## config.mk

```make
export PLATFORM = sky130hd
export DESIGN_NAME = nth_weekday_of_month
export DESIGN_NICKNAME = d
export VERILOG_FILES = /design/src/hdl/nwm_pkg.sv /design/src/hdl/nth_weekday_of_month.sv
export SDC_FILE = /design/constraint.sdc
export NUM_CORES = 1
export LEC_CHECK = 0
export BUFFER_PORTS_ARGS = -buffer_cell sky130_fd_sc_hd__buf_2
export CAP_MARGIN = 0
export CELL_PAD_IN_SITES_DETAIL_PLACEMENT = 0
export CELL_PAD_IN_SITES_GLOBAL_PLACEMENT = 1
export CORE_MARGIN = 5
export CORE_UTILIZATION = 51
export CTS_CLUSTER_SIZE = 12
export DETAILED_ROUTE_END_ITERATION = 10
export GPL_TIMING_DRIVEN = 0
export PLACE_DENSITY_LB_ADDON = 0.1
export SYNTH_ARGS = -nofsm -noshare
export SYNTH_HDL_FRONTEND = slang
export SYNTH_SLANG_ARGS = --single-unit
```

## constraint.sdc

```tcl
create_clock -name clock -period 12.62 [get_ports clock]
set_clock_uncertainty 0.1 [all_clocks]
set_input_delay 2.524 -clock clock [delete_from_list [all_inputs] [get_ports clock]]
set_output_delay 2.524 -clock clock [all_outputs]
set_load 0.01 [all_outputs]
```

## src/hdl/nwm_pkg.sv

```systemverilog
// Package: codes, calendar tables and helper functions for the weekday finder.
`timescale 1ns / 1ps

package nwm_pkg;

   // Field widths
   localparam int YEAR_W  = 14;
   localparam int MONTH_W = 4;
   localparam int KIND_W  = 3;
   localparam int WDAY_W  = 3;
   localparam int DAY_W   = 5;

   // Shifted year (year + 400 - 1 for Jan/Feb) and day-of-week sum widths
   localparam int YY_W    = 15;
   localparam int SUM_W   = 15;

   // Reciprocal for division by 100: floor(n * 5243 / 2^19) is exact below 43690
   localparam int DIV100_MUL   = 5243;
   localparam int DIV100_SHIFT = 19;
   localparam int PYY_W        = YY_W + 13;
   localparam int PY_W         = YEAR_W + 13;
   localparam int Q100_W       = 8;

   localparam logic [YY_W-1:0]   YEAR_BIAS = YY_W'(400);
   localparam logic [DAY_W-1:0]  DAY_TEENTH_ANCHOR = DAY_W'(13);
   localparam logic [DAY_W-1:0]  DAY_FIRST_ANCHOR  = DAY_W'(1);

   // Week kind codes
   localparam logic [KIND_W-1:0] WK_FIRST  = 3'd0;
   localparam logic [KIND_W-1:0] WK_SECOND = 3'd1;
   localparam logic [KIND_W-1:0] WK_THIRD  = 3'd2;
   localparam logic [KIND_W-1:0] WK_FOURTH = 3'd3;
   localparam logic [KIND_W-1:0] WK_LAST   = 3'd4;
   localparam logic [KIND_W-1:0] WK_TEENTH = 3'd5;

   // Weekday and month limits
   localparam logic [WDAY_W-1:0]  WD_SATURDAY = 3'd6;
   localparam logic [MONTH_W-1:0] MON_JAN     = 4'd1;
   localparam logic [MONTH_W-1:0] MON_FEB     = 4'd2;
   localparam logic [MONTH_W-1:0] MON_MAR     = 4'd3;
   localparam logic [MONTH_W-1:0] MON_DEC     = 4'd12;

   // Length of a common-year month; unused codes give 31
   function automatic logic [DAY_W-1:0] month_len(input logic [MONTH_W-1:0] m);
      logic [DAY_W-1:0] d;
      case (m)
         4'd2:                      d = 5'd28;
         4'd4, 4'd6, 4'd9, 4'd11:   d = 5'd30;
         default:                   d = 5'd31;
      endcase
      return d;
   endfunction

   // Month offset of the day-of-week formula; unused codes give 0
   function automatic logic [2:0] month_shift(input logic [MONTH_W-1:0] m);
      logic [2:0] s;
      case (m)
         4'd2:  s = 3'd3;
         4'd3:  s = 3'd2;
         4'd4:  s = 3'd5;
         4'd6:  s = 3'd3;
         4'd7:  s = 3'd5;
         4'd8:  s = 3'd1;
         4'd9:  s = 3'd4;
         4'd10: s = 3'd6;
         4'd11: s = 3'd2;
         4'd12: s = 3'd4;
         default: s = 3'd0;
      endcase
      return s;
   endfunction

   // Residue modulo 7 by folding octal digits (8 is 1 mod 7)
   function automatic logic [2:0] mod7(input logic [SUM_W-1:0] s);
      logic [5:0] x;
      logic [3:0] t;
      x = 6'(s[2:0]) + 6'(s[5:3]) + 6'(s[8:6]) + 6'(s[11:9]) + 6'(s[14:12]);
      t = 4'(x[5:3]) + 4'(x[2:0]);
      if (t >= 4'd7) begin
         t = t - 4'd7;
      end
      return t[2:0];
   endfunction

   // Reduce a value up to 13 modulo 7
   function automatic logic [2:0] mod7_small(input logic [3:0] v);
      logic [3:0] t;
      t = v;
      if (t >= 4'd7) begin
         t = t - 4'd7;
      end
      return t[2:0];
   endfunction

endpackage

```

## src/hdl/nth_weekday_of_month.sv

```systemverilog
// Top level: four-stage pipeline that finds the nth weekday of a month.
//
//   channel | direction | ports                                         | handshake
//   req     | in        | req_year, req_month, req_week_kind, req_weekday | req_valid/req_ready
//   rsp     | out       | rsp_day_of_month, rsp_input_error             | rsp_valid/rsp_ready
//
// One transfer in per cycle, one result out per cycle, while rsp is not stalled.
// Stages: reciprocal products for /100, day-of-week sum, mod-7 fold, day select.
// Synchronous active-high reset clears the valid bits only.
// A stall on rsp freezes every stage at once; req_ready drops in the same cycle.
`timescale 1ns / 1ps

module nth_weekday_of_month
   import nwm_pkg::*;
(
   input  logic               clock,
   input  logic               reset,
   input  logic               req_valid,
   output logic               req_ready,
   input  logic [YEAR_W-1:0]  req_year,
   input  logic [MONTH_W-1:0] req_month,
   input  logic [KIND_W-1:0]  req_week_kind,
   input  logic [WDAY_W-1:0]  req_weekday,
   output logic               rsp_valid,
   input  logic               rsp_ready,
   output logic [DAY_W-1:0]   rsp_day_of_month,
   output logic               rsp_input_error
);

   logic advance;

   // Stage 1: products for division by 100
   logic               s1_valid_ff, s1_valid_in;
   logic               s1_err_ff, s1_err_in;
   logic [YEAR_W-1:0]  s1_year_ff;
   logic [YY_W-1:0]    s1_yy_ff, s1_yy_in;
   logic [MONTH_W-1:0] s1_month_ff;
   logic [KIND_W-1:0]  s1_kind_ff;
   logic [WDAY_W-1:0]  s1_want_ff;
   logic [PYY_W-1:0]   s1_pyy_ff, s1_pyy_in;
   logic [PY_W-1:0]    s1_py_ff, s1_py_in;

   // Stage 2: day-of-week sum
   logic               s2_valid_ff;
   logic               s2_err_ff;
   logic [SUM_W-1:0]   s2_sum_ff, s2_sum_in;
   logic [DAY_W-1:0]   s2_last_ff, s2_last_in;
   logic [KIND_W-1:0]  s2_kind_ff;
   logic [WDAY_W-1:0]  s2_want_ff;

   // Stage 3: weekday of the anchor date
   logic               s3_valid_ff;
   logic               s3_err_ff;
   logic [2:0]         s3_dow_ff, s3_dow_in;
   logic [DAY_W-1:0]   s3_last_ff;
   logic [KIND_W-1:0]  s3_kind_ff;
   logic [WDAY_W-1:0]  s3_want_ff;

   // Stage 4: result
   logic               s4_valid_ff;
   logic               s4_err_ff;
   logic [DAY_W-1:0]   s4_day_ff, s4_day_in;

   // Stage 2 intermediates
   logic [Q100_W-1:0]  q100;
   logic [Q100_W-1:0]  yq100;
   logic [YEAR_W-1:0]  year_rem;
   logic               leap;
   logic [DAY_W-1:0]   anchor2;

   // Stage 4 intermediates
   logic [2:0]         r_last;
   logic [2:0]         r_fwd;
   logic [DAY_W-1:0]   anchor4;
   logic [DAY_W-1:0]   week_add;

   // Advance the whole pipe when the output is empty or being taken
   assign advance   = !s4_valid_ff || rsp_ready;
   assign req_ready = advance;

   // Stage 1 logic: flag bad codes, shift the year, start /100
   always_comb begin
      s1_valid_in = req_valid;
      s1_err_in   = (req_month < MON_JAN) || (req_month > MON_DEC)
                 || (req_week_kind > WK_TEENTH) || (req_weekday > WD_SATURDAY);
      s1_yy_in    = YY_W'(req_year) + YEAR_BIAS - ((req_month < MON_MAR) ? YY_W'(1) : YY_W'(0));
      s1_pyy_in   = PYY_W'(s1_yy_in) * PYY_W'(DIV100_MUL);
      s1_py_in    = PY_W'(req_year) * PY_W'(DIV100_MUL);
   end

   // Stage 2 logic: leap year, month length, anchor and weekday sum
   always_comb begin
      q100     = Q100_W'(s1_pyy_ff >> DIV100_SHIFT);
      yq100    = Q100_W'(s1_py_ff >> DIV100_SHIFT);
      year_rem = s1_year_ff - YEAR_W'(yq100) * YEAR_W'(100);
      leap     = (s1_year_ff[1:0] == 2'b00) && ((year_rem != '0) || (yq100[1:0] == 2'b00));
      s2_last_in = month_len(s1_month_ff)
                 + (((s1_month_ff == MON_FEB) && leap) ? DAY_W'(1) : DAY_W'(0));
      if (s1_kind_ff == WK_LAST) begin
         anchor2 = s2_last_in;
      end else if (s1_kind_ff == WK_TEENTH) begin
         anchor2 = DAY_TEENTH_ANCHOR;
      end else begin
         anchor2 = DAY_FIRST_ANCHOR;
      end
      s2_sum_in = s1_yy_ff + (s1_yy_ff >> 2) - SUM_W'(q100) + SUM_W'(q100 >> 2)
                + SUM_W'(month_shift(s1_month_ff)) + SUM_W'(anchor2);
   end

   // Stage 3 logic: fold the sum down to a weekday
   assign s3_dow_in = mod7(s2_sum_ff);

   // Stage 4 logic: step from the anchor to the wanted weekday
   always_comb begin
      r_last   = mod7_small(4'(s3_dow_ff) + 4'd7 - 4'(s3_want_ff));
      r_fwd    = mod7_small(4'(s3_want_ff) + 4'd7 - 4'(s3_dow_ff));
      anchor4  = (s3_kind_ff == WK_TEENTH) ? DAY_TEENTH_ANCHOR : DAY_FIRST_ANCHOR;
      week_add = (DAY_W'(s3_kind_ff) << 3) - DAY_W'(s3_kind_ff);
      if (s3_err_ff) begin
         s4_day_in = '0;
      end else if (s3_kind_ff == WK_LAST) begin
         s4_day_in = s3_last_ff - DAY_W'(r_last);
      end else if (s3_kind_ff <= WK_FOURTH) begin
         s4_day_in = anchor4 + DAY_W'(r_fwd) + week_add;
      end else begin
         s4_day_in = anchor4 + DAY_W'(r_fwd);
      end
   end

   // Valid bits: clear on reset, shift when the pipe advances
   always_ff @(posedge clock) begin
      if (reset) begin
         s1_valid_ff <= 1'b0;
         s2_valid_ff <= 1'b0;
         s3_valid_ff <= 1'b0;
         s4_valid_ff <= 1'b0;
      end else if (advance) begin
         s1_valid_ff <= s1_valid_in;
         s2_valid_ff <= s1_valid_ff;
         s3_valid_ff <= s2_valid_ff;
         s4_valid_ff <= s3_valid_ff;
      end
   end

   // Payload registers: hold on stall
   always_ff @(posedge clock) begin
      if (advance) begin
         s1_err_ff   <= s1_err_in;
         s1_year_ff  <= req_year;
         s1_yy_ff    <= s1_yy_in;
         s1_month_ff <= req_month;
         s1_kind_ff  <= req_week_kind;
         s1_want_ff  <= req_weekday;
         s1_pyy_ff   <= s1_pyy_in;
         s1_py_ff    <= s1_py_in;

         s2_err_ff   <= s1_err_ff;
         s2_sum_ff   <= s2_sum_in;
         s2_last_ff  <= s2_last_in;
         s2_kind_ff  <= s1_kind_ff;
         s2_want_ff  <= s1_want_ff;

         s3_err_ff   <= s2_err_ff;
         s3_dow_ff   <= s3_dow_in;
         s3_last_ff  <= s2_last_ff;
         s3_kind_ff  <= s2_kind_ff;
         s3_want_ff  <= s2_want_ff;

         s4_err_ff   <= s3_err_ff;
         s4_day_ff   <= s4_day_in;
      end
   end

   assign rsp_valid        = s4_valid_ff;
   assign rsp_day_of_month = s4_day_ff;
   assign rsp_input_error  = s4_err_ff;

endmodule

```

== After elaboration in Yosys (flattened, before gate mapping) ==
Memories as Yosys holds them, arrays and structs flattened. A register that Yosys moved wholly into a read port is not among the register bits.
Index checks and enable logic that the tools add are counted.

* Register bits after elaboration: 146
* Bits in read-only memories: 48
* Input port bits: 28
* Output and inout bits: 8
* Word-level logic and storage cells: 95
* Memories: 1

* $add $sub $neg: 25
* $mul: 3
* $lt $le $gt $ge: 9
* Equal/unequal tests: 9
* Muxes and demuxes: 12
* Reductions and logical operators: 12

{| class="wikitable"
|+ Memories
! name !! depth !! width !! read ports !! clocked after memory_dff !! wr ports !! RTL line !! source
|-
| (no name shown) || 16 || 3 || 1 || 1 || 0 || nwm_pkg.sv:57 || <nowiki>case (m)</nowiki>
|}

{| class="wikitable"
|+ Operator list
! operator !! number
|-
| multiplier 14 x 13 -> 27 bit (second input constant) || 1
|-
| multiplier 15 x 13 -> 27 bit (second input constant) || 1
|-
| adder 14 x 9 -> 15 bit (second input constant) || 1
|-
| adder 15 x 13 -> 15 bit || 1
|-
| adder 15 x 3 -> 15 bit || 1
|-
| adder 15 x 5 -> 15 bit || 1
|-
| adder 15 x 6 -> 15 bit || 1
|-
| two-way mux 5 bit || 3
|-
| subtractor 15 x 1 -> 15 bit || 1
|-
| subtractor 15 x 8 -> 15 bit || 1
|-
| nonzero test 14 bit || 1
|-
| subtractor 14 bit || 1
|-
| equality test 3 bit (second input constant) || 4
|-
| >= comparator 4 x 3 -> 1 bit (second input constant) || 3
|-
| multiplier 8 x 5 -> 12 bit (second input constant) || 1
|-
| two-way mux 4 bit || 3
|-
| adder 4 x 3 -> 5 bit || 2
|-
| subtractor 5 x 3 -> 5 bit || 2
|-
| two-way mux 3 bit || 3
|-
| subtractor 3 bit (second input constant) || 3
|-
| adder 3 x 3 -> 4 bit || 2
|-
| adder 3 x 3 -> 4 bit (second input constant) || 2
|-
| equality test 4 x 3 -> 1 bit (second input constant) || 2
|-
| equality test 4 bit (second input constant) || 2
|-
| 18 further kinds || 27
|}

== Longest topological paths before layout ==
* Depth after elaboration: 10
* Depth in mapped cells: 37
* Depth with buffers taken out: 37

== Least setup slack after synthesis ==
No wires, ideal clock.

* Path kind: input to register
* Start: in req_month[0]
* End: reg s1_pyy_ff[26] (data pin)
* Setup time: 0.268 ns
* Arrival time: 9.332 ns
* Required time: 12.252 ns
* Path slack: 2.921 ns
* Stages: 29
* Buffers on the path: 0
* Cell sequence: a211oi_1 ha_1 inv_1 ha_1 inv_1 fa_1 nor2b_1 o21ai_0 nand2b_1 a211o_1 a211o_1 a211o_1 xnor2_1 ha_1 fa_1 inv_1 fa_1 inv_1 fa_1 fa_1 ha_1 nand4_1 a211oi_1 a221oi_2 o21ai_1 o41a_4 a211oi_4 a21oi_2 xnor3_1

* Cells in the longest elaborated chain, start to end: 4

{| class="wikitable"
|+ Ends and longest elaborated chain
! element !! RTL line !! source
|-
| start: declaration || nth_weekday_of_month.sv:21 || <nowiki>input logic [MONTH_W-1:0] req_month,</nowiki>
|-
| < comparator 4 x 2 -> 1 bit || nth_weekday_of_month.sv:86 || <nowiki>s1_yy_in = YY_W'(req_year) + YEAR_BIAS - ((req_month < MON_MAR) ? YY_W'(1) : YY_W'(0));</nowiki>
|-
| two-way mux 1 bit || nth_weekday_of_month.sv:86 ||
|-
| subtractor 15 x 1 -> 15 bit || nth_weekday_of_month.sv:86 ||
|-
| named net s1_yy_in[11] || nth_weekday_of_month.sv:36 || <nowiki>logic [YY_W-1:0] s1_yy_ff, s1_yy_in;</nowiki>
|-
| multiplier 15 x 13 -> 27 bit || nth_weekday_of_month.sv:87 || <nowiki>s1_pyy_in = PYY_W'(s1_yy_in) * PYY_W'(DIV100_MUL);</nowiki>
|-
| named net s1_pyy_in[26] || nth_weekday_of_month.sv:40 || <nowiki>logic [PYY_W-1:0] s1_pyy_ff, s1_pyy_in;</nowiki>
|-
| end signal: assignment || nth_weekday_of_month.sv:154 || <nowiki>s1_pyy_ff <= s1_pyy_in;</nowiki>
|-
| end: declaration || nth_weekday_of_month.sv:40 ||
|}

The timed path passes the listed nets, and every way through them passes these cells.
A chain may end at the register's enable or synchronous reset.

== Worst setup path in the final report ==
Ends and elaborated chain as after synthesis.

==> impl_metrics.toml <==
[cells_and_area]
fillers = 2569
multi_input_area_um2 = 9960
antennaDiodeCount = 0
finalNetCount = 1885
final_util = 0.553
seqCellArea_um2 = 3140
layout-drive-gt1-share = 0.0519
fin_area_um2 = 15400
synthToLayoutAreaGrowth_pct = 6.91

[timing]
finalSetupTns_ns = 0
max_freq_mhz = 92.6
min_period_over_period = 0.856
rsz0062_at_grt = "false"
fin_crit_ns = 10.80
relSlewSlack = 0.221
slew_viol_final = 0
hold_viol_final = 0
final-setup-viol-count = 0
tightest_slew_ns = 1.16

[run_status]
status = "complete, no violations"

[clock_tree]
clock_latency_ns = 0.35
cts-resized-gates = 0
clk_pin_slew_ns = 0.08
cts_tree = "done"
clockBufferDepth = 2
cts_buffers = 9
htreeDepth = 3
clock_sinks = 107
cts_setup_buffers = 0
cts_root_buffer = "clkbuf_16"
postCtsHoldBufs = 0

[floorplan]
die_area_um2 = 31600
die_y_um = 178
die_w_um = 178
start_util = 0.517
rows = 61
core_area_um2 = 27800
ios = 36

[worst_setup_path]
crit_path_start = "req_month[0]"
worstPathArrival_ns = 10.78
cpMaxStageDelayCell = "xnor2_1"
endpoint = "s1_pyy_ff[26]$_DFFE_PP_"
worst_path_most_repeated_cell = "fa_1"
crit_path_end_kind = "register"
path_class = "primary input to register"
worst_setup_path_start_kind = "primary input"
max_stage_delay_ns = 0.82
cp.required_ns = 12.61
r2r_slack_ns = 4.12
timing.rr.start = "s1_py_ff[21]$_DFFE_PP_"
r2r-end = "s2_sum_ff[14]$_DFFE_PP_"
reg2reg_depth = 34
path_max_fanout = 7

[route]
drt-vias-per-instance = 4.92
ant_nets = 0
drc = 0
drt-met1-wl_um = 11700
first_pass_iters = 4
vias = 8583
dr.first_iter.drc_count = 215
route.met2.wl_um = 12000
wl_um = 24300
wl_per_cell_um = 13.9
wl_met3_um = 346
routed.top_layer = "met4"

[logic_synthesis]
synth_edf_count = 100
syn_area_um2 = 14400
synth.avg_cell_area_um2 = 10.9
async_flop_share = 0
synth_seq_area_share = 0.219
ys_types = 64
ys.warnings.count = 0
syn_nets = 1838
ys_seq_elements = 107
synth_cells = 1315
synth_flop_cell = "edfxtp_1"

[placed_design]
gp_congestion = 0.799
dpl.hpwl_um = 21700
place_area_um2 = 15000
port_buffers = 35

[global_route]
grt_pass1_vias = 9136
grt_pass1_wl_um = 43800
antenna_found_initial = 0
grt-ovfl-total = 0
grt_usage = 0.172
grt_max_degree = 71

[min_path]
hp-class = "register to register"

[flow_run]
cap_viol_max_count = 0
## through the flow
step	std cells	setup slack, ns	hold slack, ns
after floorplan	1315	2.92	0.300
after global placement	1728	1.46	0.301
after detailed placement	1729	1.45	0.305
after CTS	1745	1.79	0.321
after global routing	1745	1.44	0.336
final	1745	1.82	0.319
## routing by layer
metal	global-route usage	vias up
li1	-	4417
met1	0.240	4091
met2	0.297	61
met3	0.0119	14
met4	0.0338	0
met5	0	-
## layout by cell type (no fill, tap or decap), types with 4 or more instances in the layout
master,Yosys,final
nor2_1,53,53
nor2b_1,11,11
xor2_1,19,19
edfxtp_1,100,100
dfxtp_1,7,7
o21a_1,6,6
o21ai_0,27,27
fa_1,170,170
a21o_1,15,15
nand2_1,26,26
nand2b_1,10,10
xnor2_1,50,49
or3_1,4,4
clkbuf_16,0,9
inv_1,336,336
mux2i_1,9,9
nand3_1,6,6
nor3_1,16,16
ha_1,325,325
buf_2,0,35
a21oi_1,41,41
a211o_1,7,7
a211oi_1,11,11
## worst min path at each step
stage                       startpoint                 endpoint  depth (start not counted)
6_report       s2_kind_ff[1]$_DFFE_PP_  s3_kind_ff[1]$_DFFE_PP_                          0
5_1_grt        s2_kind_ff[1]$_DFFE_PP_  s3_kind_ff[1]$_DFFE_PP_                          0
4_1_cts        s2_kind_ff[1]$_DFFE_PP_  s3_kind_ff[1]$_DFFE_PP_                          0
3_5_place_dp   s2_want_ff[2]$_DFFE_PP_  s3_want_ff[2]$_DFFE_PP_                          0
3_3_place_gp   s2_want_ff[0]$_DFFE_PP_  s3_want_ff[0]$_DFFE_PP_                          0
2_1_floorplan      s1_err_ff$_DFFE_PP_      s2_err_ff$_DFFE_PP_                          0
## cell usage after synthesis (2+ instances only)
cell / n / share of area
o21a_1: 6 / 0.0031
nand2_1: 26 / 0.0068
nor2_1: 53 / 0.014
nand4_1: 3 / 0.0013
or4_1: 2 / 0.0010
a2111oi_0: 2 / 0.0012
o21bai_1: 3 / 0.0016
and3_1: 2 / 0.00087
nor3_1: 16 / 0.0056
or3_1: 4 / 0.0017
xor2_1: 19 / 0.012
a21oi_1: 41 / 0.014
or2_2: 2 / 0.00087
mux2i_1: 9 / 0.0063
a221oi_2: 2 / 0.0021
and2_1: 2 / 0.00087
nor2b_1: 11 / 0.0048
o21ai_0: 27 / 0.0094
dfxtp_1: 7 / 0.0098
nor4_1: 3 / 0.0013
a211oi_1: 11 / 0.0057
o211ai_1: 2 / 0.0010
mux2_2: 3 / 0.0024
edfxtp_1: 100 / 0.21
nand3_1: 6 / 0.0021
inv_1: 336 / 0.088
xnor2_1: 50 / 0.030
o41ai_1: 3 / 0.0018
a31o_2: 2 / 0.0012
nand2b_1: 10 / 0.0044
clkbuf_1: 2 / 0.00052
fa_1: 170 / 0.24
o21ai_1: 3 / 0.0010
ha_1: 325 / 0.28
a21boi_0: 3 / 0.0016
a21o_1: 15 / 0.0078
a211o_1: 7 / 0.0043
## area by class of cell
| class | count | share of cell area |
|---|---|---|
| flip-flops and latches | 107 | 0.205 |
| clock buffers | 9 | 0.0147 |
| inverters | 336 | 0.0821 |
| multi-input cells | 870 | 0.649 |
| clock inverters | 7 | 0.00521 |
| repair buffers | 36 | 0.0132 |
| plain buffers | 2 | 0.000733 |
| well taps | 378 | 0.0308 |
## registers in the layout (all words and copies together), names as in the netlist, 4 cells and up, named ones only
| signal | cells |
|---|---|
| rsp_day_of_month | 5 |
| s1_month_ff | 4 |
| s1_py_ff | 8 |
| s1_pyy_ff | 8 |
| s1_year_ff | 14 |
| s1_yy_ff | 15 |
| s2_sum_ff | 15 |
## cells by family (layout without fill, tap and decap cells)
logic type,Yosys count,in the layout,synth area share
fa+ha+maj,495,495,0.520
simple gates,145,145,0.0484
xor+xnor,70,70,0.0436
compound gates,148,148,0.0722
buf+inv,338,390,0.0883
flops,107,107,0.219
mux,12,12,0.00862
## worst max-delay path: cells and delay by family
family / cells / cell delay, ns
adders and majority gates: 9 / 3.42
AOI/OAI and AO/OA: 11 / 3.01
xor gates and xnor gates: 2 / 1.14
buffers and inverters: 5 / 0.36
and+or+nand+nor: 3 / 0.31
Power is left out: the tool's default activity adds up to more than one toggle a clock period on the data nets, which glitch-free logic cannot reach.
